## src/hw/rtl/ptrb_pkg.sv

```systemverilog
// ptrb_pkg: shared widths, constants and types for the range/bearing pipeline.
// No dependencies; imported by every ptrb_* module and the top level.
package ptrb_pkg;

  localparam int COORD_BITS        = 25;
  localparam int CORDIC_ITERATIONS = 24;

  localparam int DIFF_BITS  = COORD_BITS + 1;
  localparam int ABS_BITS   = COORD_BITS;
  localparam int RANGE_BITS = 26;
  localparam int MILS_BITS  = 13;

  localparam logic [RANGE_BITS-1:0] RANGE_MAX   = '1;
  localparam logic [MILS_BITS-1:0]  MILS_CIRCLE = MILS_BITS'(6000);

  // square root: radicand and digit steps
  localparam int SQ_BITS    = 2 * RANGE_BITS + 1;
  localparam int SQRT_STEPS = (SQ_BITS + 1) / 2;

  // vectoring: operands normalized so the larger one reaches bit NORM_TOP
  localparam int NORM_TOP  = 52;
  localparam int SH_BITS   = $clog2(NORM_TOP + 1);
  localparam int CW_BITS   = NORM_TOP + 6;
  localparam int ZW_BITS   = 34;
  localparam int TABLE_LEN = 32;

  localparam int LOOP_STAGES = (SQRT_STEPS > CORDIC_ITERATIONS) ? SQRT_STEPS
                                                                : CORDIC_ITERATIONS;

  // binary angles, 2^ANGLE_FRAC per turn
  localparam int ANGLE_FRAC = 32;
  localparam int DW_BITS    = ANGLE_FRAC + 1;
  localparam int PROD_BITS  = DW_BITS + MILS_BITS;

  localparam int IN_TDATA_BITS  = ((4 * COORD_BITS + 7) / 8) * 8;
  localparam int OUT_TDATA_BITS = ((RANGE_BITS + MILS_BITS + 7) / 8) * 8;

  // round(atan(2^-i) * 2^32 / (2*pi))
  localparam int ATAN_TURN [TABLE_LEN] = '{
    536870912, 316933406, 167458907, 85004756, 42667331, 21354465,
    10679838, 5340245, 2670163, 1335087, 667544, 333772, 166886, 83443,
    41722, 20861, 10430, 5215, 2608, 1304, 652, 326, 163, 81, 41, 20,
    10, 5, 3, 1, 1, 0
  };

  typedef enum logic [1:0] {
    Q_EAST,
    Q_NORTH,
    Q_WEST,
    Q_SOUTH
  } quad_t;

  typedef struct packed {
    quad_t quad;
    logic  a_zero;
    logic  b_zero;
    logic  sat;
  } ptrb_meta_t;

endpackage

```

## src/hw/rtl/ptrb_sqrt.sv

```systemverilog
// ptrb_sqrt: pipelined digit-by-digit integer square root, one root bit per stage,
// padded to LOOP_STAGES to stay aligned with the vectoring stages. Uses ptrb_pkg.
module ptrb_sqrt import ptrb_pkg::*; (
  input  logic               clk,
  input  logic               en,
  input  logic [SQ_BITS-1:0] sum_sq,
  output logic [SQ_BITS-1:0] rem,
  output logic [SQ_BITS-1:0] root
);

  logic [SQ_BITS-1:0] s_r [LOOP_STAGES];
  logic [SQ_BITS-1:0] q_r [LOOP_STAGES];

  for (genvar k = 0; k < LOOP_STAGES; k++) begin : g_stage
    logic [SQ_BITS-1:0] s_in, q_in, s_nxt, q_nxt;

    if (k == 0) begin : g_first
      assign s_in = sum_sq;
      assign q_in = '0;
    end else begin : g_next
      assign s_in = s_r[k-1];
      assign q_in = q_r[k-1];
    end

    if (k < SQRT_STEPS) begin : g_step
      localparam logic [SQ_BITS-1:0] STEP_BIT = SQ_BITS'(1) << (2 * (SQRT_STEPS - 1 - k));
      logic [SQ_BITS-1:0] trial;
      always_comb begin
        trial = q_in + STEP_BIT;
        if (s_in >= trial) begin
          s_nxt = s_in - trial;
          q_nxt = (q_in >> 1) + STEP_BIT;
        end else begin
          s_nxt = s_in;
          q_nxt = q_in >> 1;
        end
      end
    end else begin : g_pass
      assign s_nxt = s_in;
      assign q_nxt = q_in;
    end

    always_ff @(posedge clk) begin
      if (en) begin
        s_r[k] <= s_nxt;
        q_r[k] <= q_nxt;
      end
    end
  end

  assign rem  = s_r[LOOP_STAGES-1];
  assign root = q_r[LOOP_STAGES-1];

endmodule

```

## config.mk

```make
export PLATFORM = sky130hd
export DESIGN_NAME = ptrb_sqrt
export DESIGN_NICKNAME = d
export VERILOG_FILES = /design/src/hw/rtl/ptrb_pkg.sv /design/src/hw/rtl/ptrb_sqrt.sv
export SDC_FILE = /design/constraint.sdc
export NUM_CORES = 2
export LEC_CHECK = 0
export BUFFER_PORTS_ARGS = -buffer_cell sky130_fd_sc_hd__buf_2
export CAP_MARGIN = 30
export CORE_ASPECT_RATIO = 1.5
export CORE_UTILIZATION = 63
export CTS_CLUSTER_DIAMETER = 200
export CTS_CLUSTER_SIZE = 28
export DETAILED_ROUTE_END_ITERATION = 10
export PLACE_DENSITY = 0.79
export SYNTH_ARGS = -nofsm -noshare
export SYNTH_HDL_FRONTEND = slang
export SYNTH_SLANG_ARGS = --single-unit
```

## constraint.sdc

```tcl
create_clock -name clk -period 4.2 [get_ports clk]
set_clock_uncertainty 0.1 [all_clocks]
set_input_delay 0.21 -clock clk [delete_from_list [all_inputs] [get_ports clk]]
set_output_delay 0.21 -clock clk [all_outputs]
set_load 0.02 [all_outputs]
```

**Word level (Yosys, flattened, before mapping)**

Memories as Yosys holds them, arrays and structs flattened.
Cells that the tools add are included.

- $lt $le $gt $ge: 27
- Add/sub/neg operators: 79
- Multiplexer cells: 56

Operator list:

| kind | count |
|---|---|
| $mux 53 | 54 |
| $ge 53x53->1 | 26 |
| $sub 53x53->53 | 26 |
| $add 52x1->53 const B | 1 |
| $add 52x11->53 const B | 1 |
| $add 52x13->53 const B | 1 |
| $add 52x15->53 const B | 1 |
| $add 52x17->53 const B | 1 |
| $add 52x19->53 const B | 1 |
| $add 52x21->53 const B | 1 |
| $add 52x23->53 const B | 1 |
| $add 52x25->53 const B | 1 |
| $add 52x27->53 const B | 1 |
| $add 52x29->53 const B | 1 |
| $add 52x3->53 const B | 1 |
| $add 52x31->53 const B | 1 |
| $add 52x33->53 const B | 1 |
| $add 52x35->53 const B | 1 |
| $add 52x37->53 const B | 1 |
| $add 52x39->53 const B | 1 |
| $add 52x41->53 const B | 1 |
| $add 52x43->53 const B | 1 |
| $add 52x45->53 const B | 1 |
| $add 52x47->53 const B | 1 |
| 34 further kinds | 35 |

- Word-level logic and storage cells: 164
- RAM bits: 2862
- Memories: 2
- Bits of input ports: 55
- Output and inout bits: 106
- Register bits after elaboration: 0

Memories:

| memory | depth | width | rd ports | clocked after memory_dff | write ports | RTL line | text |
|---|---|---|---|---|---|---|---|
| q_r | 27 | 53 | 27 | 0 | 27 | ptrb_sqrt.sv:12 | `logic [SQ_BITS-1:0] q_r [LOOP_STAGES];` |
| s_r | 27 | 53 | 27 | 0 | 27 | ptrb_sqrt.sv:11 | `logic [SQ_BITS-1:0] s_r [LOOP_STAGES];` |

**Depth between registers and ports, before layout**

An unclocked memory read counts as a cell.

- Word-level depth: 4
- Depth in mapped cells: 16
- Mapped depth without buffers: 13

**Least setup slack after synthesis**

No wires, ideal clock.

- Path kind: register to register
- Start: memory s_r[1][276] (netlist name)
- End: memory s_r[1][368] (netlist name) (data pin)
- Stages on the path, launching flop included: 12
- Slack: 0.734 ns
- Path buffers: 1
- Arrival: 3.107 ns
- Path through: edfxtp_1 -> ha_1 -> or2_2 -> o311a_1 -> o21ai_0 -> o21ai_0 -> o31a_1 -> a2111oi_2 -> and2_0 -> clkbuf_1 -> nand3_1 -> xnor2_1

RTL lines:

| what | RTL line |
|---|---|
| start, declared | ptrb_sqrt.sv:11 |

==> qor.yml <==
clockRootBuffer: "clkbuf_16"
final_common_cell: "edfxtp_1"
p_seq_frac: 0.543
antenna_found_initial: 6
ant_nets: 0
worstSetupPathType: "flop to flop"
avgViaCountPerCell: 6.165
slowest_delay_ns: 0.63
cp_max_fo: 4
io_buffer_count: 134
initialDrtViolationCount: 4315
die_w_um: 305.2
cts_tree: "built"
multi_input_area_um2: 30210
leakage_nw: 35.53
whs_ns: 0.06060
ios: 161
synth_edf_count: 1809
finalSetupViolations: 0
seqCellArea_um2: 54320
clock-sinks: 1809
place_congestion: 0.9823
rsz0062_at_grt: "false"
coreArea_um2: 136700
layout.cells.non_filler: 9051
area_delta_synth_final_pct: 7.958
vias: 55800
switchingPower_w: 0.01455
clk_latency_ns: 0.78
final_cell_mix: "edfxtp_1, inv_1, a21oi_1"
synth.distinct_cells: 89
critical-path-top-delay-family: "compound AO/OA/AOI/OAI gates"
dp_hpwl_um: 166000
crit_path_cell_trace: "ha_1, or3_1, o22ai_1, a211oi_1, or2_2, a31oi_1, o21ai_0, a2111o_1, nor3_1, xor2_1"
path_buf_inv: 0
chipHeight_um: 456.8
avgSynthCellArea_um2: 12.55
wl_per_cell_um: 23.94
p_sw_frac: 0.3171
grt_max_degree: 138
synthesis.instances: 6923
grt_pass1_vias: 57690
dp.cells: 8913
syn_area_um2: 86870
cp.arrival_ns: 4.52
cp_slowest_cell: "a2111o_1"
final_area_um2: 93780
overflow: 0
clockBufferDepth: 3
vdd.ir_drop.worst_mv: 0.5449
maxCapViolCount: 0
clkPwrFrac: 0.187
drt_wl_total_um: 216700
critPathRequiredTime_ns: 4.59
hold_viol: 0
start_kind: "flop"
numCtsBuffers: 74
drtPass1Iterations: 6
yosysWarningCount: 0
ys_seq_area_frac: 0.6253
async_flop_share: 0
internal_power_w: 0.03133
nets: 7738
synth_ff_type: "edfxtp_1"
relSlewSlack: 0.3045
period_needed_ns: 4.130
clk_pin_slew_ns: 0.10
status: "completed"
grt_pass1_wl_um: 324700
drcViolationCount: 0
die-area_um2: 139400
max_freq_ghz: 0.2421
hold_path.class: "primary input to flop"
powerDensity_nw_per_um2: 489.2
initial_core_util: 0.6356
end_kind: "flop"
drive_gt1_frac: 0.07756
synth_seq_cells: 1809
gr-usage-all-layers: 0.3113
rows: 166
fillers: 9440
htreeDepth: 3
period_share: 0.9834
combPwrFrac: 0.270
drv_slew: 0
dpl-instance-area_um2: 91230
worst_pin_slew_ns: 1.043
==> sequential cells by signal (all words and copies together) (netlist names) <==
signal,count
q_r,378
s_r,1431
==> cells by family (layout without fill, tap and decap cells) <==
kind of cell | Yosys count | after routing | synth area share
simple gates | 2013 | 2013 | 0.1187
compound gates | 1328 | 1328 | 0.09436
other cells | 1 | 29 | 0.00004317
mux | 74 | 74 | 0.009420
xor+xnor | 639 | 639 | 0.06443
buf+inv | 656 | 992 | 0.02966
flops | 1809 | 1809 | 0.6253
fa+ha+maj | 403 | 403 | 0.05804
==> Yosys cell counts (62+ instances only) <==
cell type / n / area, µm²
nor3_1: 185 / 925.9
mux2_2: 62 / 698.2
xnor2_1: 341 / 2987
clkbuf_1: 115 / 431.7
nand2_1: 456 / 1712
ha_1: 403 / 5042
nand4_1: 105 / 656.9
nand3_1: 102 / 510.5
o21ai_0: 315 / 1577
o21a_1: 84 / 630.6
a21oi_1: 462 / 2312
or3_1: 74 / 462.9
edfxtp_1: 1809 / 54320
nor2_1: 454 / 1704
inv_1: 500 / 1877
a21o_1: 155 / 1164
xor2_1: 298 / 2610
nand2b_1: 97 / 606.8
nor4_1: 227 / 1420
==> per-layer routing <==
layer  GRT usage  part of all wire  routed length [µm]
met2      0.6367              0.58              124800
met5           0          0.000055                  12
met1      0.2617              0.29               63460
met3     0.03101             0.039                8456
met4      0.2490             0.092               19910
==> power groups by stage <==
stage	clock [W]	sequential [W]	combinational (W)
5_1_grt	0.00923	0.0251	0.0135
4_1_cts	0.00866	0.0248	0.0123
2_1_floorplan	0	0.0247	0.00816
3_5_place_dp	0	0.0252	0.0121
6_report	0.00858	0.0249	0.0124
3_3_place_gp	0	0.0252	0.0119
==> timing repair <==
item,CTS,global route
hold buffers,54,0
setup endpoints to repair,0,19
resized for setup,0,4
setup buffers,0,1
endpoints found under the hold margin,103,0
==> cell type report <==
type,count,share of cell area
clock buffer,74,0.01975
timing repair buffer,410,0.03383
sequential,1809,0.5792
clock inverter,7,0.001428
inverter,501,0.02005
multi-input combinational,4484,0.3221
antenna,2,0.00005337
tap,1764,0.02353
==> metrics by stage <==
step | power [W] | utilization | setup TNS [ns] | setup slack (ns)
5_1_grt | 0.04782 | 0.6862 | 0 | 0.04600
6_report | 0.04588 | 0.6862 | 0 | 0.06972
4_1_cts | 0.04576 | 0.6860 | 0 | 0.009791
2_1_floorplan | 0.03283 | - | 0 | 0.7344
3_3_place_gp | 0.03705 | 0.6674 | -0.2155 | -0.1007
3_5_place_dp | 0.03738 | 0.6675 | 0 | 0.05029
==> worst paths after layout <==
| kind | startpoint | to | slack [ns] | depth (start not counted) |
|---|---|---|---|---|
| worst max-delay path | s_r[1][225]$_DFFE_PP_ | s_r[1][312]$_DFFE_PP_ | 0.07 | 10 |
| worst max register to register | s_r[1][225]$_DFFE_PP_ | s_r[1][312]$_DFFE_PP_ | 0.07 | 10 |
| worst min register to register | q_r[0][832]$_DFFE_PP_ | q_r[1][36]$_DFFE_PP_ | 0.34 | 0 |
| worst min-delay path | sum_sq[9] | s_r[0][9]$_DFFE_PP_ | 0.06 | 2 |
Note: power is estimated with default switching activity, not from simulation.
