[config.mk]
export PLATFORM = sky130hd
export DESIGN_NAME = ptrb_front
export DESIGN_NICKNAME = d
export VERILOG_FILES = /design/src/hw/rtl/ptrb_pkg.sv /design/src/hw/rtl/ptrb_front.sv
export SDC_FILE = /design/constraint.sdc
export NUM_CORES = 2
export LEC_CHECK = 0
export BUFFER_PORTS_ARGS = -buffer_cell sky130_fd_sc_hd__buf_2
export CAP_MARGIN = 20
export CELL_PAD_IN_SITES_DETAIL_PLACEMENT = 0
export CELL_PAD_IN_SITES_GLOBAL_PLACEMENT = 1
export CORE_MARGIN = 3
export CORE_UTILIZATION = 46
export CTS_CLUSTER_DIAMETER = 50
export CTS_CLUSTER_SIZE = 28
export DETAILED_ROUTE_END_ITERATION = 7
export HOLD_SLACK_MARGIN = 0.08
export MAX_ROUTING_LAYER = met4
export PLACE_DENSITY = 0.82
export REMOVE_ABC_BUFFERS = 1
export SYNTH_ARGS = -nofsm -noshare
export SYNTH_HDL_FRONTEND = slang
export SYNTH_SLANG_ARGS = --single-unit
[constraint.sdc]
create_clock -name clk -period 7.3 [get_ports clk]
set_input_delay 1.46 -clock clk [delete_from_list [all_inputs] [get_ports clk]]
set_output_delay 1.46 -clock clk [all_outputs]
set_load 0.02 [all_outputs]
[src/hw/rtl/ptrb_pkg.sv]
// ptrb_pkg: shared widths, constants and types for the range/bearing pipeline.
// No dependencies; imported by every ptrb_* module and the top level.
package ptrb_pkg;

  localparam int COORD_BITS        = 25;
  localparam int CORDIC_ITERATIONS = 24;

  localparam int DIFF_BITS  = COORD_BITS + 1;
  localparam int ABS_BITS   = COORD_BITS;
  localparam int RANGE_BITS = 26;
  localparam int MILS_BITS  = 13;

  localparam logic [RANGE_BITS-1:0] RANGE_MAX   = '1;
  localparam logic [MILS_BITS-1:0]  MILS_CIRCLE = MILS_BITS'(6000);

  // square root: radicand and digit steps
  localparam int SQ_BITS    = 2 * RANGE_BITS + 1;
  localparam int SQRT_STEPS = (SQ_BITS + 1) / 2;

  // vectoring: operands normalized so the larger one reaches bit NORM_TOP
  localparam int NORM_TOP  = 52;
  localparam int SH_BITS   = $clog2(NORM_TOP + 1);
  localparam int CW_BITS   = NORM_TOP + 6;
  localparam int ZW_BITS   = 34;
  localparam int TABLE_LEN = 32;

  localparam int LOOP_STAGES = (SQRT_STEPS > CORDIC_ITERATIONS) ? SQRT_STEPS
                                                                : CORDIC_ITERATIONS;

  // binary angles, 2^ANGLE_FRAC per turn
  localparam int ANGLE_FRAC = 32;
  localparam int DW_BITS    = ANGLE_FRAC + 1;
  localparam int PROD_BITS  = DW_BITS + MILS_BITS;

  localparam int IN_TDATA_BITS  = ((4 * COORD_BITS + 7) / 8) * 8;
  localparam int OUT_TDATA_BITS = ((RANGE_BITS + MILS_BITS + 7) / 8) * 8;

  // round(atan(2^-i) * 2^32 / (2*pi))
  localparam int ATAN_TURN [TABLE_LEN] = '{
    536870912, 316933406, 167458907, 85004756, 42667331, 21354465,
    10679838, 5340245, 2670163, 1335087, 667544, 333772, 166886, 83443,
    41722, 20861, 10430, 5215, 2608, 1304, 652, 326, 163, 81, 41, 20,
    10, 5, 3, 1, 1, 0
  };

  typedef enum logic [1:0] {
    Q_EAST,
    Q_NORTH,
    Q_WEST,
    Q_SOUTH
  } quad_t;

  typedef struct packed {
    quad_t quad;
    logic  a_zero;
    logic  b_zero;
    logic  sat;
  } ptrb_meta_t;

endpackage

[src/hw/rtl/ptrb_front.sv]
// ptrb_front: four stages - difference, magnitude/quadrant, squares and
// leading-one search, then sum of squares and normalizing shift. Uses ptrb_pkg.
module ptrb_front import ptrb_pkg::*; (
  input  logic                         clk,
  input  logic                         rst_n,
  input  logic                         en,
  input  logic                         in_valid,
  input  logic signed [COORD_BITS-1:0] from_x,
  input  logic signed [COORD_BITS-1:0] from_y,
  input  logic signed [COORD_BITS-1:0] to_x,
  input  logic signed [COORD_BITS-1:0] to_y,
  output logic                         valid,
  output logic        [SQ_BITS-1:0]    sum_sq,
  output logic signed [CW_BITS-1:0]    x0,
  output logic signed [CW_BITS-1:0]    y0,
  output ptrb_meta_t                   meta
);

  localparam int STAGES = 4;

  logic [STAGES-1:0] v_r;

  logic signed [DIFF_BITS-1:0] dx_r, dy_r;

  logic signed [DIFF_BITS-1:0] dx_abs, dy_abs;
  logic [ABS_BITS-1:0]         a_nxt, b_nxt;
  logic                        dx_zero, dy_zero, dx_neg, dy_neg;
  ptrb_meta_t                  meta_nxt;
  logic [ABS_BITS-1:0]         a_r, b_r;
  ptrb_meta_t                  meta2_r;

  logic [RANGE_BITS-1:0]       a_t, b_t;
  logic [ABS_BITS-1:0]         or_ab;
  logic [SH_BITS-1:0]          msb;
  logic [2*RANGE_BITS-1:0]     asq_r, bsq_r;
  logic [ABS_BITS-1:0]         a3_r, b3_r;
  logic [SH_BITS-1:0]          sh_r;
  ptrb_meta_t                  meta3_r;

  logic [SQ_BITS-1:0]          sum_r;
  logic signed [CW_BITS-1:0]   x0_r, y0_r;
  ptrb_meta_t                  meta4_r;

  always_ff @(posedge clk) begin
    if (!rst_n) begin
      v_r <= '0;
    end else if (en) begin
      v_r <= {v_r[STAGES-2:0], in_valid};
    end
  end

  // stage 1
  always_ff @(posedge clk) begin
    if (en) begin
      dx_r <= DIFF_BITS'(to_x) - DIFF_BITS'(from_x);
      dy_r <= DIFF_BITS'(to_y) - DIFF_BITS'(from_y);
    end
  end

  // stage 2
  always_comb begin
    dx_abs  = dx_r[DIFF_BITS-1] ? -dx_r : dx_r;
    dy_abs  = dy_r[DIFF_BITS-1] ? -dy_r : dy_r;
    a_nxt   = ABS_BITS'(dx_abs);
    b_nxt   = ABS_BITS'(dy_abs);
    dx_zero = (dx_r == '0);
    dy_zero = (dy_r == '0);
    dx_neg  = dx_r[DIFF_BITS-1];
    dy_neg  = dy_r[DIFF_BITS-1];
    if (!dx_neg && !dx_zero && !dy_neg) begin
      meta_nxt.quad = Q_EAST;
    end else if ((dx_neg || dx_zero) && !dy_neg && !dy_zero) begin
      meta_nxt.quad = Q_NORTH;
    end else if (dx_neg && (dy_neg || dy_zero)) begin
      meta_nxt.quad = Q_WEST;
    end else begin
      meta_nxt.quad = Q_SOUTH;
    end
    meta_nxt.a_zero = dx_zero;
    meta_nxt.b_zero = dy_zero;
    meta_nxt.sat    = (64'(a_nxt) > 64'(RANGE_MAX)) || (64'(b_nxt) > 64'(RANGE_MAX));
  end

  always_ff @(posedge clk) begin
    if (en) begin
      a_r     <= a_nxt;
      b_r     <= b_nxt;
      meta2_r <= meta_nxt;
    end
  end

  // stage 3
  always_comb begin
    a_t   = RANGE_BITS'(a_r);
    b_t   = RANGE_BITS'(b_r);
    or_ab = a_r | b_r;
    msb   = '0;
    for (int i = 0; i < ABS_BITS; i++) begin
      if (or_ab[i]) begin
        msb = SH_BITS'(i);
      end
    end
  end

  always_ff @(posedge clk) begin
    if (en) begin
      asq_r   <= {{RANGE_BITS{1'b0}}, a_t} * {{RANGE_BITS{1'b0}}, a_t};
      bsq_r   <= {{RANGE_BITS{1'b0}}, b_t} * {{RANGE_BITS{1'b0}}, b_t};
      a3_r    <= a_r;
      b3_r    <= b_r;
      sh_r    <= SH_BITS'(NORM_TOP) - msb;
      meta3_r <= meta2_r;
    end
  end

  // stage 4
  always_ff @(posedge clk) begin
    if (en) begin
      sum_r   <= SQ_BITS'(asq_r) + SQ_BITS'(bsq_r);
      x0_r    <= CW_BITS'(a3_r) << sh_r;
      y0_r    <= CW_BITS'(b3_r) << sh_r;
      meta4_r <= meta3_r;
    end
  end

  assign valid  = v_r[STAGES-1];
  assign sum_sq = sum_r;
  assign x0     = x0_r;
  assign y0     = y0_r;
  assign meta   = meta4_r;

endmodule

# Word-level counts from Yosys, hierarchy flattened
# Cells that the tools add are included.
dict set report op_classes {
  add_sub_neg 6
  bitwise 1
  shift 2
  multipliers 2
  n_reduce_logical 14
  muxes 28
}
# cell n
set ops {}
lappend ops {{6-bit two-way mux} 23}
lappend ops {{25-bit by 6-bit << shifter with 58-bit output} 2}
lappend ops {{25-bit by 25-bit multiplier with 50-bit output} 2}
lappend ops {{52-bit by 52-bit adder with 53-bit output} 1}
lappend ops {{26-bit logical NOT} 2}
lappend ops {{25-bit by 25-bit subtractor with 26-bit output} 2}
lappend ops {{25-bit two-way mux} 2}
lappend ops {{25-bit negation} 2}
lappend ops {{25-bit OR} 1}
lappend ops {{6-bit subtractor, first input constant} 1}
lappend ops {{1-bit logical AND} 5}
lappend ops {{1-bit logical NOT} 4}
lappend ops {{1-bit two-way mux} 3}
lappend ops {{1-bit logical OR} 2}
lappend ops {{2-bit OR reduction} 1}
dict set report totals {
  elab_cells 76
  reg_bits 447
  inputBits 104
  output_inout_bits 175
}

# Logic depth before layout (Yosys ltp)
dict set report logic_depth {
  ltp_word 26
  depth_mapped 30
  mapped_depth_nobuf 28
}

# Least setup slack after synthesis
# Ideal clock, no wire load.
dict set report synth_timing {
  path_kind {reg2reg}
  start {reg a_r[3]}
  end {reg asq_r[44], data pin}
  path_buffers 2
  arrival_time_ns 7.158
  period_less_slack_ns 7.423
  path_stages_with_launch 29
  setup_time_ns 0.265
  slack_ns -0.123
  t_required_ns 7.035
  path_cell_list {edfxtp_1 -> clkbuf_1 -> clkbuf_1 -> nand2_1 -> fa_1 -> inv_1 -> fa_1 -> inv_1 -> fa_1 -> inv_1 -> fa_1 -> inv_1 -> fa_1 -> inv_1 -> fa_1 -> inv_1 -> fa_1 -> inv_1 -> ha_1 -> a21o_1 -> a21o_1 -> a21oi_1 -> o21ai_0 -> o211a_1 -> o41ai_1 -> a21oi_1 -> nor2_1 -> o21ai_0 -> xor2_1}
}
dict set report synth_between {
  elab_chain_len 1
}
# element line
set synth_lines {}
lappend synth_lines {{start: declaration} ptrb_front.sv:29} ;# logic [ABS_BITS-1:0] a_r, b_r;
lappend synth_lines {{start signal: assignment} ptrb_front.sv:86} ;# a_r <= a_nxt;
lappend synth_lines {{25-bit by 25-bit multiplier with 50-bit output} ptrb_front.sv:107} ;# asq_r <= {{RANGE_BITS{1'b0}}, a_t} * {{RANGE_BITS{1'b0}}, a_t};
lappend synth_lines {{end signal: assignment} ptrb_front.sv:107}
lappend synth_lines {{end: declaration} ptrb_front.sv:35} ;# logic [2*RANGE_BITS-1:0] asq_r, bsq_r;
# Every way passes these cells.
# A chain may end at the register's enable or synchronous reset.

# Final worst setup path
dict set report layout_timing {
  start {reg b_r[5]}
  end {reg bsq_r[47], data pin}
}
dict set report layout_between {
  elab_chain_len 1
}
# element line
set layout_lines {}
lappend layout_lines {{start: declaration} ptrb_front.sv:29}
lappend layout_lines {{start signal: assignment} ptrb_front.sv:87} ;# b_r <= b_nxt;
lappend layout_lines {{25-bit by 25-bit multiplier with 50-bit output} ptrb_front.sv:108} ;# bsq_r <= {{RANGE_BITS{1'b0}}, b_t} * {{RANGE_BITS{1'b0}}, b_t};
lappend layout_lines {{end signal: assignment} ptrb_front.sv:108}
lappend layout_lines {{end: declaration} ptrb_front.sv:35}
# Every way passes these cells.

==> key figures <==
GRT
  – GRT Util Overall: between 20% and 30%
  – Antenna violations before repair: 6
  – Total congestion overflow: 0
  – Largest net degree at the start of global routing: between 150 and 200
  – Vias in the first global route: between 40000 and 50000
  – Global-route wire length before repair: roughly 240 mm

Die
  – Die Y: between 300 and 400 µm
  – DIE AREA: between 0.1 and 0.15 mm²
  – Row Count: 130
  – # IOs: ~280
  – Area of the core: about 0.13 mm²
  – Starting Density: between 40% and 50%
  – Die width: about 360 µm

Worst setup path
  – Crit path max-delay cell type: fa_1
  – Worst Setup EP: bsq_r[47]
  – CP required: roughly 7800 ps
  – CP Capture Type: flip-flop
  – Crit path DAT: between 7000 and 8000 ps
  – Crit Path Max Fanout: 3
  – Critical Path Max Stage Delay: around 540 ps
  – CP Launch Point: b_r[5]
  – R2r setup slk: -60 ps
  – Top cell by count, worst path: fa_1
  – Kind of critical path: flip-flop to flip-flop
  – Crit path launch type: flip-flop
  – Worst r2r dst: bsq_r[47]
  – FF-to-FF Start: b_r[5]
  – R2R depth: 29

Drt
  – Vias per Instance: just over 5
  – WL per Instance: ~18 µm
  – Number of remaining DRC errors: 0
  – DRT antenna net count: 0
  – DR iter-0 viols: approximately 2900
  – Total Wirelength: 154 mm
  – Vias post-DR: between 40000 and 50000
  – DR pass1 iterations: 5

Final layout
  – Non-Filler Instances: 8334
  – Layout fillers: 11033
  – Area Overhead vs Synth: 18.1%
  – Share of post-route cells with drive strength above 1: 19.0%
  – Nets: just over 8000
  – Final core utilization: around 55%

Run status
  – Status: finished, violations left
  – Failing checks: setup timing

Timing
  – Slew Limit Fails: 0
  – Setup-failing EPs final: 3
  – Clock skew: between 70 and 80 ps
  – Total negative slack: -120 ps
  – Final worst slack: -55.6 ps
  – RSZ-0062 raised after global routing: true
  – Final hold vios: 0
  – Final min period: 7360 ps
  – Tightest Pin Transition: ~1100 ps
  – Final period util: 101%
  – Worst slew margin: between 20% and 30%
  – Fmax: roughly 140 MHz

Clock tree
  – Hold Buf Count CTS: 0
  – Clock Latency Late Sink: roughly 680 ps
  – Clock Sink Count: roughly 440
  – Root Buffer: clkbuf_16
  – Clk buf depth: 3
  – H-tree levels: 2
  – TritonCTS clock tree: built
  – Clock-pin slew on the worst setup and hold paths: ~80 ps
  – Total CTS buffers: 55

Place
  – Port bufs: approximately 280
  – Routability cong.: about 0.96
  – Dpl hpwl: around 130 mm
  – Placed Cells: 8164

Synthesis
  – Sequential share of the synthesized area: 22.3%
  – YS warnings: 0
  – Async SR Flop Fraction: 0%
  – EDFF count, synth: 433
  – Mean Syn Cell Area: between 9 and 10 µm²
  – Dominant synthesized flop cell: edfxtp_1
  – Synth Instances: between 5000 and 6000
  – Mapped Area: between 0.05 and 0.06 mm²
  – #FFs+latches synth: 437
  – Unique masters post-synth: 85

Hold path
  – Min-Delay Path Class: flip-flop to flip-flop

Job
  – Max-cap violations: 0
-- critical path: cells and delay by family (launching register included) --
family	cells	cell delay, ps
buf+inv	11	830
flops	1	410
fa+ha+maj	8	3820
simple gates	5	960
compound gates	5	1150
-- logic make-up after synthesis --
| logic type | Yosys count | synth area share [%] |
|---|---|---|
| buffers and inverters | 1670 | 10.7 |
| other | 1 | 0.00639 |
| xor gates and xnor gates | 231 | 3.45 |
| DFF | 437 | 22.3 |
| AOI/OAI and AO/OA | 732 | 8.00 |
| muxes | 112 | 2.51 |
| adders and majority gates | 1415 | 42.1 |
| and+or+nand+nor | 1334 | 10.9 |
-- layout make-up --
class,count,area [µm²],share of cell area (%)
multi-input cells,3827,40500,58.4
flip-flops and latches,437,13100,18.9
repair buffers,849,6250,9.01
inverters,1463,5510,7.94
well taps,1650,2060,2.98
clock buffers,57,1380,2.00
clock inverters,46,586,0.844
diodes,5,12.5,0.0180
-- placed cells by master (no fill, tap or decap), types with 28 or more instances in the layout --
cell type  instances
and2_1           263
nor2b_1           54
a21oi_1          173
buf_4            504
buf_12            28
edfxtp_1         433
nor2_1           210
buf_6             36
o21ai_0          144
buf_2            274
fa_1             911
a21o_1            97
nand2b_1          41
nand2_1          493
xor2_1            64
ha_1             449
inv_2             43
inv_1           1412
nor3_1            41
clkbuf_16         57
xnor2_1          166
a211oi_1          28
mux2i_1           65
nand3_1           48
-- synthesized netlist by cell type (55+ instances only) --
cell type  instances  area share [%]
a21o_1            97             1.2
a21oi_1          203             1.7
and2_1           283             3.0
clkbuf_1         187             1.2
edfxtp_1         433              22
fa_1             935              32
ha_1             480              10
inv_1           1460             9.3
mux2i_1           65             1.1
nand2_1          519             3.3
nor2_1           226             1.4
nor2b_1           55            0.59
o21ai_0          159             1.4
xnor2_1          166             2.5
xor2_1            65            0.97
-- per-layer routing --
metal,global-route usage [%],share of wire (%),up-vias
met2,39.9,48,1285
met5,-,0,-
li1,-,-,20044
met4,6.49,3.0,0
met3,2.89,5.8,251
met1,31.8,43,21593
-- worst min-delay path by stage --
stage	start	end	slack (ps)	depth (start not counted)
global route	meta3_r[2]	meta[2]	430	0
floorplan	meta2_r[1]	meta3_r[1]	400	0
detailed placement	meta3_r[4]	meta[4]	400	0
global placement	meta3_r[4]	meta[4]	400	0
CTS	meta3_r[4]	meta[4]	420	0
finish	meta3_r[4]	meta[4]	420	0
-- registers in the layout, indices dropped and copies added, names as in the netlist, 26 cells and up --
register,flops
sum_sq,51
asq_r,48
dy_r,26
dx_r,26
x0,58
y0,58
bsq_r,48
-- repair_timing --
action / in CTS / in global routing
setup buffers: 12 / 47
gates resized for setup: 76 / 263
endpoints found under the hold margin: 0 / 0
endpoints found under the setup margin: 29 / 34
pin swaps: 26 / 150
gates cloned: 0 / 3
-- per-stage QoR --
stage / hold WS [ps] / instance area (µm²) / setup WS [ps]
2_1_floorplan: 400 / 57900 / -27.5
3_3_place_gp: 404 / 65500 / -443
6_report: 422 / 69300 / -55.6
3_5_place_dp: 405 / 65500 / -602
4_1_cts: 423 / 68000 / -65.3
5_1_grt: 434 / 69300 / -297
Power is not shown: default switching activity piles up to over one toggle a cycle in this logic, so the estimate is an artifact.
