**src/hw/rtl/ptrb_pkg.sv**
```systemverilog
// ptrb_pkg: shared widths, constants and types for the range/bearing pipeline.
// No dependencies; imported by every ptrb_* module and the top level.
package ptrb_pkg;

  localparam int COORD_BITS        = 25;
  localparam int CORDIC_ITERATIONS = 24;

  localparam int DIFF_BITS  = COORD_BITS + 1;
  localparam int ABS_BITS   = COORD_BITS;
  localparam int RANGE_BITS = 26;
  localparam int MILS_BITS  = 13;

  localparam logic [RANGE_BITS-1:0] RANGE_MAX   = '1;
  localparam logic [MILS_BITS-1:0]  MILS_CIRCLE = MILS_BITS'(6000);

  // square root: radicand and digit steps
  localparam int SQ_BITS    = 2 * RANGE_BITS + 1;
  localparam int SQRT_STEPS = (SQ_BITS + 1) / 2;

  // vectoring: operands normalized so the larger one reaches bit NORM_TOP
  localparam int NORM_TOP  = 52;
  localparam int SH_BITS   = $clog2(NORM_TOP + 1);
  localparam int CW_BITS   = NORM_TOP + 6;
  localparam int ZW_BITS   = 34;
  localparam int TABLE_LEN = 32;

  localparam int LOOP_STAGES = (SQRT_STEPS > CORDIC_ITERATIONS) ? SQRT_STEPS
                                                                : CORDIC_ITERATIONS;

  // binary angles, 2^ANGLE_FRAC per turn
  localparam int ANGLE_FRAC = 32;
  localparam int DW_BITS    = ANGLE_FRAC + 1;
  localparam int PROD_BITS  = DW_BITS + MILS_BITS;

  localparam int IN_TDATA_BITS  = ((4 * COORD_BITS + 7) / 8) * 8;
  localparam int OUT_TDATA_BITS = ((RANGE_BITS + MILS_BITS + 7) / 8) * 8;

  // round(atan(2^-i) * 2^32 / (2*pi))
  localparam int ATAN_TURN [TABLE_LEN] = '{
    536870912, 316933406, 167458907, 85004756, 42667331, 21354465,
    10679838, 5340245, 2670163, 1335087, 667544, 333772, 166886, 83443,
    41722, 20861, 10430, 5215, 2608, 1304, 652, 326, 163, 81, 41, 20,
    10, 5, 3, 1, 1, 0
  };

  typedef enum logic [1:0] {
    Q_EAST,
    Q_NORTH,
    Q_WEST,
    Q_SOUTH
  } quad_t;

  typedef struct packed {
    quad_t quad;
    logic  a_zero;
    logic  b_zero;
    logic  sat;
  } ptrb_meta_t;

endpackage

```
**src/hw/rtl/ptrb_back.sv**
```systemverilog
// ptrb_back: quadrant unfolding and range rounding, scaling to mils, then
// rounding, wrap and the output register. Uses ptrb_pkg.
module ptrb_back import ptrb_pkg::*; (
  input  logic                      clk,
  input  logic                      rst_n,
  input  logic                      en,
  input  logic                      valid_in,
  input  logic signed [ZW_BITS-1:0] z,
  input  ptrb_meta_t                meta,
  input  logic [SQ_BITS-1:0]        rem,
  input  logic [SQ_BITS-1:0]        root,
  output logic                      out_valid,
  output logic [RANGE_BITS-1:0]     range_m,
  output logic [MILS_BITS-1:0]      bearing_mils,
  output logic                      same_point
);

  localparam logic [DW_BITS-1:0]   QUARTER = DW_BITS'(1) << (ANGLE_FRAC - 2);
  localparam logic [DW_BITS-1:0]   HALF    = DW_BITS'(1) << (ANGLE_FRAC - 1);
  localparam logic [DW_BITS-1:0]   FULL    = DW_BITS'(1) << ANGLE_FRAC;
  localparam logic [PROD_BITS-1:0] ROUND_HALF = PROD_BITS'(1) << (ANGLE_FRAC - 1);

  logic [2:0] v_r;

  logic [DW_BITS-1:0]    r_ang, dir_nxt;
  logic [SQ_BITS-1:0]    root_rnd;
  logic [RANGE_BITS-1:0] range_nxt;
  logic [DW_BITS-1:0]    dir_r;
  logic [RANGE_BITS-1:0] range1_r, range2_r;
  logic                  same1_r, same2_r;

  logic [PROD_BITS-1:0]   prod_r;
  logic [PROD_BITS-1:0]   prod_rnd;
  logic [MILS_BITS:0]     mils_raw;
  logic [MILS_BITS-1:0]   mils_nxt;

  logic [RANGE_BITS-1:0] range_r;
  logic [MILS_BITS-1:0]  bearing_r;
  logic                  same_r;

  always_ff @(posedge clk) begin
    if (!rst_n) begin
      v_r <= '0;
    end else if (en) begin
      v_r <= {v_r[1:0], valid_in};
    end
  end

  // stage 1: quadrant angle, full-circle direction, rounded range
  always_comb begin
    if (meta.b_zero) begin
      r_ang = '0;
    end else if (meta.a_zero) begin
      r_ang = QUARTER;
    end else if (z[ZW_BITS-1]) begin
      r_ang = '0;
    end else if ($unsigned(z) > ZW_BITS'(QUARTER)) begin
      r_ang = QUARTER;
    end else begin
      r_ang = DW_BITS'(z);
    end

    case (meta.quad)
      Q_EAST:  dir_nxt = r_ang;
      Q_NORTH: dir_nxt = HALF - r_ang;
      Q_WEST:  dir_nxt = HALF + r_ang;
      default: dir_nxt = FULL - r_ang;
    endcase

    root_rnd = root + SQ_BITS'(rem > root);
    if (meta.sat || (root_rnd > SQ_BITS'(RANGE_MAX))) begin
      range_nxt = RANGE_MAX;
    end else begin
      range_nxt = RANGE_BITS'(root_rnd);
    end
  end

  always_ff @(posedge clk) begin
    if (en) begin
      dir_r    <= dir_nxt;
      range1_r <= range_nxt;
      same1_r  <= meta.a_zero && meta.b_zero;
    end
  end

  // stage 2: scale to mils
  always_ff @(posedge clk) begin
    if (en) begin
      prod_r   <= PROD_BITS'(dir_r) * PROD_BITS'(MILS_CIRCLE);
      range2_r <= range1_r;
      same2_r  <= same1_r;
    end
  end

  // stage 3: round, wrap a full circle to zero, force coincident points
  always_comb begin
    prod_rnd = prod_r + ROUND_HALF;
    mils_raw = (MILS_BITS+1)'(prod_rnd >> ANGLE_FRAC);
    if (mils_raw >= (MILS_BITS+1)'(MILS_CIRCLE)) begin
      mils_nxt = MILS_BITS'(mils_raw - (MILS_BITS+1)'(MILS_CIRCLE));
    end else begin
      mils_nxt = MILS_BITS'(mils_raw);
    end
  end

  always_ff @(posedge clk) begin
    if (en) begin
      range_r   <= same2_r ? '0 : range2_r;
      bearing_r <= same2_r ? '0 : mils_nxt;
      same_r    <= same2_r;
    end
  end

  assign out_valid    = v_r[2];
  assign range_m      = range_r;
  assign bearing_mils = bearing_r;
  assign same_point   = same_r;

endmodule

```
**config.mk**
```make
export PLATFORM = sky130hd
export DESIGN_NAME = ptrb_back
export DESIGN_NICKNAME = d
export VERILOG_FILES = /design/src/hw/rtl/ptrb_pkg.sv /design/src/hw/rtl/ptrb_back.sv
export SDC_FILE = /design/constraint.sdc
export NUM_CORES = 1
export LEC_CHECK = 0
export BUFFER_PORTS_ARGS = -buffer_cell sky130_fd_sc_hd__buf_2
export CAP_MARGIN = 20
export CORE_UTILIZATION = 44
export CTS_CLUSTER_DIAMETER = 50
export CTS_CLUSTER_SIZE = 8
export DETAILED_ROUTE_END_ITERATION = 10
export PLACE_DENSITY_LB_ADDON = 0.2
export SKIP_CTS_REPAIR_TIMING = 1
export SLEW_MARGIN = 10
export SYNTH_ARGS = -nofsm -noshare
export SYNTH_HDL_FRONTEND = slang
export SYNTH_SLANG_ARGS = --single-unit
```
**constraint.sdc**
```tcl
create_clock -name clk -period 11.61 [get_ports clk]
set_clock_uncertainty 0.15 [all_clocks]
set_input_delay 1.161 -clock clk [delete_from_list [all_inputs] [get_ports clk]]
set_output_delay 1.161 -clock clk [all_outputs]
set_load 0.1 [all_outputs]
```
Word-level counts from Yosys, hierarchy flattened
Index checks and enable logic that the tools add are counted.
Operators by class
  $add $sub $neg: 6
  multiply operators: 1
  order comparisons: 4
  eq/ne operators: 2
  mux-type cells: 6
  reductions and logical operators: 3
Operator list (count)
  $mux W33: 4
  $pmux W33 S3: 1
  $add A53 B1 Y53: 1
  $gt A53 B26 Y1 const B: 1
  $gt A53 B53 Y1: 1
  $add A46 B32 Y46 const B: 1
  $mul A33 B9 Y42 const B: 1
  $gt A34 B31 Y1 const B: 1
  $add A32 B33 Y33 const A: 1
  $sub A32 B33 Y33 const A: 1
  $sub A33 B33 Y33 const A: 1
  $ge A14 B13 Y1 const B: 1
  $mux W13: 1
  $sub A13 B13 Y13 const B: 1
  $eq A2 B1 Y1 const B: 1
  $eq A2 B2 Y1 const B: 1
  $logic_not A2 Y1: 1
  $logic_and A1 B1 Y1: 1
  $logic_or A1 B1 Y1: 1
Word-level totals
  flip-flop bits (word level): 172
  input bits: 149
  output and inout port bits: 41

Depth between registers and ports, before layout
Gate-level depths: netlist of the first run.
  word-level depth: 7
  mapped depth: 24
  gate-level depth less buffers: 21

Worst setup path after synthesis of the first run
No wires, ideal clock.
  path kind: input to register
  from: input root[46]
  to: register range1_r[7], data pin
  arrival time: 5.072 ns
  slack: 6.132 ns
  stages on the path: 23
  cells stage by stage: inv_1 ha_1 a21o_1 a21o_1 a21oi_1 o21ai_0 a21o_1 a21oi_1 o21ai_0 o22ai_1 nor2_1 ha_1 and3_1 nand3_1 or4_1 buf_2 or4_4 or4_1 a211oi_1 and4_1 buf_4 buf_6 nand2_1
Between the ends
  word-level cells in the longest chain between the ends: 4
Ends and longest elaborated chain
  start: declaration: line ptrb_back.sv:11  | input logic [SQ_BITS-1:0] root,
  $gt A53 B53 Y1: line ptrb_back.sv:70  | root_rnd = root + SQ_BITS'(rem > root);
  $add A53 B1 Y53 *: line ptrb_back.sv:70
  $gt A53 B26 Y1: line ptrb_back.sv:71  | if (meta.sat || (root_rnd > SQ_BITS'(RANGE_MAX))) begin
  $logic_or A1 B1 Y1: line ptrb_back.sv:71
  end signal: assignment: line ptrb_back.sv:81  | range1_r <= range_nxt;
  end: declaration: line ptrb_back.sv:29  | logic [RANGE_BITS-1:0] range1_r, range2_r;
Every way passes the cells marked *; elsewhere a longest branch is shown, timed or not.
A chain may end at the register's enable or synchronous reset.

Worst setup path in the final report of the first run
  from: input root[38]
  to: register range1_r[6], data pin
The elaborated chain is that of the path after synthesis.

==> results of run 1 <==
per-stage QoR:
stage	std cells	utilization, %	setup WS, ns	total power, mW
finish	2033	51.0	5.07	3.21
global route	2028	51.0	4.72	3.54
CTS	2027	50.9	5.08	3.24
detailed placement	1995	49.0	4.64	2.67
global placement	1995	49.0	4.68	2.64
floorplan	1381	-	6.13	2.27
worst paths after layout:
| check | start | endpoint | depth (start not counted) |
|---|---|---|---|
| min reg2reg | range1_r[20] | range2_r[20] | 0 |
| max | root[38] | range1_r[6] | 20 |
| max reg2reg | dir_r[23] | prod_r[40] | 14 |
| min | range1_r[20] | range2_r[20] | 0 |
synthesized netlist by cell type, types with 27 or more instances:
| library cell | instances |
|---|---|
| inv_1 | 241 |
| ha_1 | 176 |
| fa_1 | 152 |
| edfxtp_1 | 142 |
| nand2_1 | 89 |
| nor2_1 | 69 |
| a21oi_1 | 54 |
| xnor2_1 | 54 |
| nor2b_1 | 41 |
| nor3_1 | 37 |
| nand3_1 | 35 |
| o21ai_0 | 33 |
| a21o_1 | 29 |
| xor2_1 | 27 |
cell usage in the layout (no fill, tap or decap), types with 37 or more instances in the layout:
| cell type | instances |
|---|---|
| inv_1 | 241 |
| buf_2 | 188 |
| ha_1 | 176 |
| fa_1 | 152 |
| edfxtp_1 | 142 |
| nand2_1 | 89 |
| nor2_1 | 69 |
| xnor2_1 | 54 |
| a21oi_1 | 54 |
| nor2b_1 | 41 |
| nor3_1 | 37 |
critical path, cell delays in order:
cell	delay (ns)
buf_2	0.13
inv_1	0.05
ha_1	0.29
a21o_1	0.11
a21o_1	0.11
a21oi_1	0.06
o21ai_0	0.17
a211oi_1	0.10
o21ai_0	0.55
o22ai_1	0.18
nor2_1	0.13
ha_1	0.22
and3_1	0.17
nand3_1	0.19
or4_1	0.64
or4_4	0.60
or4_1	0.48
a211oi_1	0.22
and4_1	0.75
o21ai_0	0.19
flip-flops by register name, summed over array words and instances, names as in the netlist:
signal and cells:
same_point 1, range_m 26, same1_r 1, prod_r 15
range1_r 26, v_r 3, range2_r 26, same2_r 1
bearing_mils 13, dir_r 33
where the power goes:
group	switching [mW]	internal [mW]
sequential	0.0653	0.712
combinational	1.09	0.799
clock	0.259	0.293
cell families after synthesis:
logic type | count (synthesis) | share of synthesized area, %
buffers and inverters | 264 | 6.99
other | 1 | 0.0259
DFF | 145 | 29.9
AOI/OAI and AO/OA | 190 | 8.65
adders and majority gates | 328 | 36.3
xor gates and xnor gates | 81 | 4.91
muxes | 6 | 0.415
and+or+nand+nor | 366 | 12.8
layout make-up:
class,count,area [sq um]
Fill cell,3051,15900
Multi-Input combinational cell,972,9120
Sequential cell,145,4320
Timing Repair Buffer,196,1020
Inverter,241,905
Tap cell,442,553
Clock buffer,17,425
Clock inverter,15,184
Antenna cell,5,12.5
layer usage:
metal / share of wire [%] / vias to the layer above / wire, um
met5: 0 / - / 0
met2: 47 / 222 / 14500
met1: 46 / 4897 / 14300
li1: - / 5126 / -
met3: 6.3 / 22 / 1970
met4: 1.2 / 0 / 363
==> results.py, run 1 <==
metrics = {
    "critical_path": {
        "required_ns": 11.59,
        "regToRegSetupSlack_ns": 5.66,
        "cp-start-kind": "primary input",
        "crit_type": "in2reg",
        "endpoint_kind": "flop",
        "cp_max_fo": 26,
        "cp_data_arrival_time_ns": 6.52,
    },
    "timing": {
        "fin_setup_tns_ns": 0,
        "min_period_ns": 6.54,
        "fmax_ghz": 0.153,
        "final_hold_viol_count": 0,
        "tightest_slew_ns": 0.830,
        "rsz0062_at_grt": "no",
        "hold_slack_ns": 0.270,
        "setup_violations": 0,
        "drv_slew": 0,
        "period_share_pct": 56.3,
        "relSlewSlack_pct": 44.7,
    },
    "grt": {
        "grt-busiest-layer": "met2",
        "grt_pass1_vias": 10500,
        "globalRouteMet1Util_pct": 25.7,
        "gr-total-overflow": 0,
        "grt_first_pass_wirelength_mm": 52.0,
        "grt_max_degree": 91,
        "grt_use_total_pct": 19.5,
        "use_met3_pct": 4.86,
        "grt_antenna_before_repair": 7,
        "met2_usage_pct": 32.5,
    },
    "placement": {
        "gp_congestion": 0.893,
        "port-buffer-count": 189,
        "dpl_cell_area_sq_um": 15900,
        "dp_hpwl_mm": 25.9,
    },
    "power": {
        "p_leak_nw": 7.59,
        "power.density_nw_per_um2": 194,
        "irDropWorstVdd_mv": 0.129,
    },
    "final_layout": {
        "fin_area_sq_um": 16500,
        "area_growth_pct": 14.5,
        "layout-drive-gt1-share_pct": 14.8,
        "layout.nets": 2050,
    },
    "drt": {
        "ant_nets": 0,
        "remaining_drc_errors": 0,
        "vias": 10300,
        "drt-vias-per-instance": 5.05,
        "routedWlPerCell_um": 15.4,
        "first_pass_iters": 5,
        "wirelength_mm": 31.2,
        "drt_iter0_markers": 476,
    },
    "synth": {
        "ys_warn_count": 0,
        "synth_flop_cell": "edfxtp_1",
        "synthArstFlopShare_pct": 0,
        "synth_area_leaders": "edfxtp_1 29%, fa_1 21%, ha_1 15%, inv_1 6.3%, xnor2_1 3.3%",
        "syn_nets": 1858,
        "ys_seq_area_share_pct": 29.9,
        "syn_avg_cell_area_sq_um": 10.5,
        "synth_top_area_share_pct": 29.5,
        "synth_edf_count": 142,
        "syn_area_sq_um": 14500,
        "syn_inst": 1381,
        "ys_ff_latch": 145,
        "synth_cell_types": 61,
        "yosys.area.top_type": "edfxtp_1",
    },
    "floorplan": {
        "core_sq_um": 32500,
        "die_h_um": 183,
        "die_width_um": 183,
        "rows": 66,
        "ios": 190,
        "start_util_pct": 44.5,
        "die_area_sq_um": 33600,
    },
    "clock_network": {
        "numCtsBuffers": 17,
        "tritoncts": "yes",
        "cts_buffer_depth": 2,
        "clock-root-buffer": "clkbuf_16",
        "clk_pin_slew_ns": 0.07,
        "numClockSinks": 145,
        "clk_latency_ns": 0.42,
        "cts.htree.levels": 4,
    },
    "status": {
        "outcome": "finished, final reports clean",
    },
    "flow_run": {
        "maxCapViolCount": 0,
    },
    "hold_path": {
        "min_path_type": "reg2reg",
    },
}
Power figures use the tool's default switching activity.
==> run 2, diff against run 1 <==
- clock period: 11.61 -> 5.5 ns (I/O delays scaled with it)
==> run 2 against run 1 <==
Compared with the run above: clock-buffer cell count is the same; highest routed layer unchanged; critical endpoint is now prod_r[40]; global-route usage grew 0.91 points; largest cell class unchanged; die area is the same; non-clock buffer count grew 40.
==> results.py, run 2 (synthesized netlist as in run 1, its figures left out) <==
metrics = {
    "placement": {
        "dp_hpwl_mm": 27.1,
        "port-buffer-count": 189,
        "place_ws_ns": 0.0797,
        "dpl_cell_area_sq_um": 16200,
        "gp_congestion": 0.933,
    },
    "timing": {
        "tightest_slew_ns": 0.872,
        "relSlewSlack_pct": 41.9,
        "fmax_ghz": 0.189,
        "min_period_ns": 5.28,
        "drv_slew": 0,
        "setup_slack_ns": 0.221,
        "final_hold_viol_count": 0,
        "fin_setup_tns_ns": 0,
        "setup_violations": 0,
        "hold_slack_ns": 0.190,
        "period_share_pct": 96.0,
    },
    "grt": {
        "globalRouteMet1Util_pct": 27.3,
        "grt_use_total_pct": 20.4,
        "grt_antenna_before_repair": 5,
        "grt_pass1_vias": 10700,
        "gr-total-overflow": 0,
        "met2_usage_pct": 34.6,
        "grt-busiest-layer": "met2",
        "grt_max_degree": 94,
        "use_met3_pct": 4.33,
        "grt_first_pass_wirelength_mm": 53.9,
    },
    "final_layout": {
        "layout.nets": 2090,
        "post-route-util_pct": 52.0,
        "largest_reg_flops": 33,
        "num-fill-cells": 2944,
        "final_common_cell": "inv_1",
        "multi_input_comb_area_sq_um": 9140,
        "final_cell_mix": "241 x inv_1, 188 x buf_2, 176 x ha_1, 152 x fa_1, 142 x edfxtp_1",
        "max_flop_register": "dir_r",
        "area_growth_pct": 16.7,
        "layout-drive-gt1-share_pct": 17.0,
        "seq_area_sq_um": 4320,
        "fin_area_sq_um": 16900,
    },
    "floorplan": {
        "start_util_pct": 44.5,
        "core_sq_um": 32500,
        "rows": 66,
        "die_h_um": 183,
        "ios": 190,
        "die_width_um": 183,
        "die_area_sq_um": 33600,
    },
    "drt": {
        "drt-vias-per-instance": 5.07,
        "remaining_drc_errors": 0,
        "ant_nets": 0,
        "wirelength_mm": 32.3,
        "drt_iter0_markers": 460,
        "vias": 10500,
        "first_pass_iters": 5,
        "routedWlPerCell_um": 15.6,
    },
    "critical_path": {
        "cp-start-kind": "flop",
        "rr_endpoint": "prod_r[40]",
        "crit_type": "reg2reg",
        "rr_startpoint": "dir_r[7]",
        "cp_data_arrival_time_ns": 5.30,
        "r2r_cells": 19,
        "endpoint_kind": "flop",
        "regToRegSetupSlack_ns": 0.22,
        "required_ns": 5.52,
        "cp_max_fo": 6,
    },
    "power": {
        "p_leak_nw": 7.78,
        "irDropWorstVdd_mv": 0.314,
        "power.density_nw_per_um2": 416,
    },
    "clock_network": {
        "clk_pin_slew_ns": 0.08,
        "tritoncts": "yes",
        "clock-root-buffer": "clkbuf_16",
        "cts_buffer_depth": 2,
        "clk_latency_ns": 0.43,
        "numCtsBuffers": 17,
        "cts.htree.levels": 4,
        "numClockSinks": 145,
    },
    "flow_run": {
        "maxCapViolCount": 0,
    },
    "hold_path": {
        "holdPathStages": 2,
        "hold-path-endpoint": "v_r[1]",
        "hp-start": "rst_n",
        "min_path_type": "in2reg",
    },
    "status": {
        "outcome": "finished, final reports clean",
    },
}
-- run 2: cell types whose count changed in the layout (fill, tap and decap cells not counted), sizes merged --
| cell | delta |
|---|---|
| buf | +40 |
| clkinv | +1 |
| clkinvlp | -1 |
| diode | -1 |
-- run 2: layout make-up --
type	instances	area share, %
well taps	442	3.28
multi-input cells	972	54.2
clock inverters	15	1.08
clock buffers	17	2.52
diodes	4	0.0593
inverters	241	5.36
flip-flops and latches	145	25.6
repair buffers	236	7.89
-- run 2: worst max-delay path: stages, from the launching register on --
cell and delay [ns]:
edfxtp_1 0.55, buf_4 0.21, ha_1 0.29, inv_1 0.06, fa_1 0.53, inv_1 0.06, fa_1 0.51, fa_1 0.51
ha_1 0.34, nand2_1 0.11, o2111ai_1 0.12, a211oi_1 0.22, buf_4 0.16, nor3_2 0.05, o21ai_1 0.21, buf_4 0.16
o21ai_2 0.09, a2111oi_1 0.42, nor3_1 0.13, xor2_1 0.16
-- run 2: how the worst max path moves through the flow --
stage,from,endpoint,slack [ns],depth (start not counted)
after floorplan,dir_r[21],prod_r[40],0.43,14
after global placement,dir_r[21],prod_r[43],0.13,16
after detailed placement,dir_r[21],prod_r[40],0.08,15
after CTS,dir_r[5],prod_r[40],0.07,19
after global routing,dir_r[7],prod_r[40],-0.01,19
final,dir_r[7],prod_r[40],0.22,19
-- run 2: power by group --
part / leakage [nW] / internal (mW) / switching (mW) / total (mW)
Combinational: 6.06 / 1.82 / 2.39 / 4.21
Sequential: 1.43 / 1.50 / 0.121 / 1.62
Clock: 0.291 / 0.617 / 0.560 / 1.18
-- run 2: per-layer routing --
layer  vias up  share of wire, %
met1      5057                47
met5         -                 0
met4         0              0.72
met2       232                47
met3        17               5.7
li1       5202                 -
-- run 2: through the flow --
step	std cells	total power [mW]
final	2072	7.01
after global routing	2068	7.70
after CTS	2062	7.01
after detailed placement	2030	5.80
after global placement	2030	5.73
after floorplan	1381	4.78
==> run 3, diff against run 2 <==
- REMOVE_ABC_BUFFERS: unset -> 1
==> run 3 against run 2 <==
Compared with the run above: total power fell by 1.3%; worst hold slack improved by 0.0073 ns; critical path depth fell by 4; combinational power fell by 3%; via count fell by 0.58%; cell count fell by 0.82%; largest power group unchanged.
==> results.py, run 3 (synthesized netlist as in run 1, its figures left out) <==
metrics = {
    "critical_path": {
        "endpoint_kind": "flop",
        "cp_data_arrival_time_ns": 5.23,
        "max_stage_delay_ns": 0.53,
        "critPathMostFrequentCell": "fa_1",
        "r2r_cells": 15,
        "crit_type": "reg2reg",
        "critPathSlowestCell": "fa_1",
        "required_ns": 5.54,
        "cp-start-kind": "flop",
        "critical_path.cell_chain": "fa_1, fa_1, fa_1, fa_1, ha_1, a211oi_1, nand2_1, a2111oi_0, o21ai_1, o21ai_2, o21ai_1, buf_4, a211o_1, a21oi_1, xnor2_1",
        "cp_max_fo": 4,
    },
    "floorplan": {
        "ios": 190,
        "die_area_sq_um": 33600,
        "start_util_pct": 44.5,
        "rows": 66,
        "die_h_um": 183,
        "die_width_um": 183,
        "core_sq_um": 32500,
    },
    "timing": {
        "fmax_ghz": 0.193,
        "setup_violations": 0,
        "setup_slack_ns": 0.314,
        "drv_slew": 0,
        "period_share_pct": 94.3,
        "relSlewSlack_pct": 41.8,
        "tightest_slew_ns": 0.870,
        "final_hold_viol_count": 0,
        "min_period_ns": 5.19,
        "rsz0062_at_grt": "no",
    },
    "placement": {
        "port-buffer-count": 189,
        "dpl_cell_area_sq_um": 16000,
        "gp_congestion": 0.894,
        "dp_hpwl_mm": 26.1,
        "place_ws_ns": 0.0473,
    },
    "final_layout": {
        "area_growth_pct": 15.8,
        "largest_reg_flops": 33,
        "layout.nets": 2074,
        "fin_area_sq_um": 16700,
        "final_common_cell": "inv_1",
        "final_cell_mix": "241 x inv_1, 188 x buf_2, 176 x ha_1, 152 x fa_1, 142 x edfxtp_1",
        "max_flop_register": "dir_r",
        "layout-drive-gt1-share_pct": 16.1,
    },
    "drt": {
        "drt_iter0_markers": 380,
        "routedWlPerCell_um": 15.0,
        "drt-vias-per-instance": 5.08,
        "remaining_drc_errors": 0,
        "wirelength_mm": 30.9,
        "first_pass_iters": 7,
        "ant_nets": 0,
        "vias": 10400,
    },
    "grt": {
        "grt_antenna_before_repair": 8,
        "grt_max_degree": 93,
        "grt_use_total_pct": 19.7,
        "grt_first_pass_wirelength_mm": 52.1,
        "gr-total-overflow": 0,
        "grt_pass1_vias": 10800,
    },
    "power": {
        "irDropWorstVdd_mv": 0.320,
        "pwr-share-clk_pct": 17.3,
        "switching_share_pct": 44.0,
        "pwr-share-seq_pct": 23.5,
        "pwr-share-comb_pct": 59.3,
        "p_int_mw": 3.87,
        "p_leak_nw": 7.71,
        "p_sw_mw": 3.05,
        "power.density_nw_per_um2": 413,
    },
    "clock_network": {
        "clk_latency_ns": 0.43,
        "tritoncts": "yes",
        "cts_buffer_depth": 2,
        "cts.htree.levels": 4,
        "numClockSinks": 145,
        "numCtsBuffers": 17,
        "clock-root-buffer": "clkbuf_16",
        "clk_pin_slew_ns": 0.07,
    },
    "hold_path": {
        "holdPathStages": 2,
        "min_path_type": "in2reg",
    },
    "flow_run": {
        "maxCapViolCount": 0,
    },
    "status": {
        "outcome": "finished, final reports clean",
    },
}
run 3: cell count changes in the layout (fill, tap and decap cells not counted), sizes merged:
cell / change
diode: -1
clkinv: +1
clkinvlp: -1
buf: -16
run 3: worst max-delay path: cells and delay by family, from the launching register on:
family | cells | cell delay [ns]
compound gates | 7 | 1.61
xor+xnor | 1 | 0.08
fa+ha+maj | 5 | 2.34
buf+inv | 1 | 0.18
flops | 1 | 0.48
simple gates | 1 | 0.09
run 3: area by class of cell:
class	count	area, sq um
fillers	3014	15700
multi-input cells	972	9130
flip-flops and latches	145	4320
repair buffers	220	1200
inverters	241	905
well taps	442	553
clock buffers	17	425
clock inverters	15	204
diodes	3	7.51
run 3: through the flow:
step	TNS [ns]	hold WS, ns	utilization, %	total power [mW]	instances
final	0	0.197	51.6	6.92	2055
after floorplan	0	0.250	-	4.77	1358
after CTS	-0.0492	0.187	51.4	6.95	2045
after global routing	0	0.216	51.6	7.59	2053
after detailed placement	0	0.255	49.4	5.69	2013
after global placement	0	0.251	49.4	5.62	2013
run 3: power groups by stage:
stage                     Sequential, mW  Combinational (mW)  Clock [mW]
after global placement              1.65                3.97           0
final                               1.62                4.10        1.20
after CTS                           1.63                4.09        1.23
after floorplan                     1.96                2.81           0
after detailed placement            1.65                4.04           0
after global routing                1.65                4.67        1.26
run 3: path summary, 6_finish.rpt:
path / start / slack [ns] / endpoint
worst max-delay path: dir_r[21] / 0.31 / prod_r[43]
worst min-delay path: rst_n / 0.20 / v_r[1]
worst max register to register: dir_r[21] / 0.31 / prod_r[43]
worst min register to register: range1_r[25] / 0.27 / range2_r[25]
run 3: per-layer routing:
layer | wire length, um | global-route usage (%) | part of all wire [%] | vias up
met5 | 68 | 0 | 0.22 | -
met4 | 788 | 6.77 | 2.6 | 10
met3 | 1990 | 5.18 | 6.4 | 51
met2 | 14600 | 33.4 | 47 | 228
met1 | 13400 | 24.2 | 44 | 4997
li1 | - | - | - | 5161
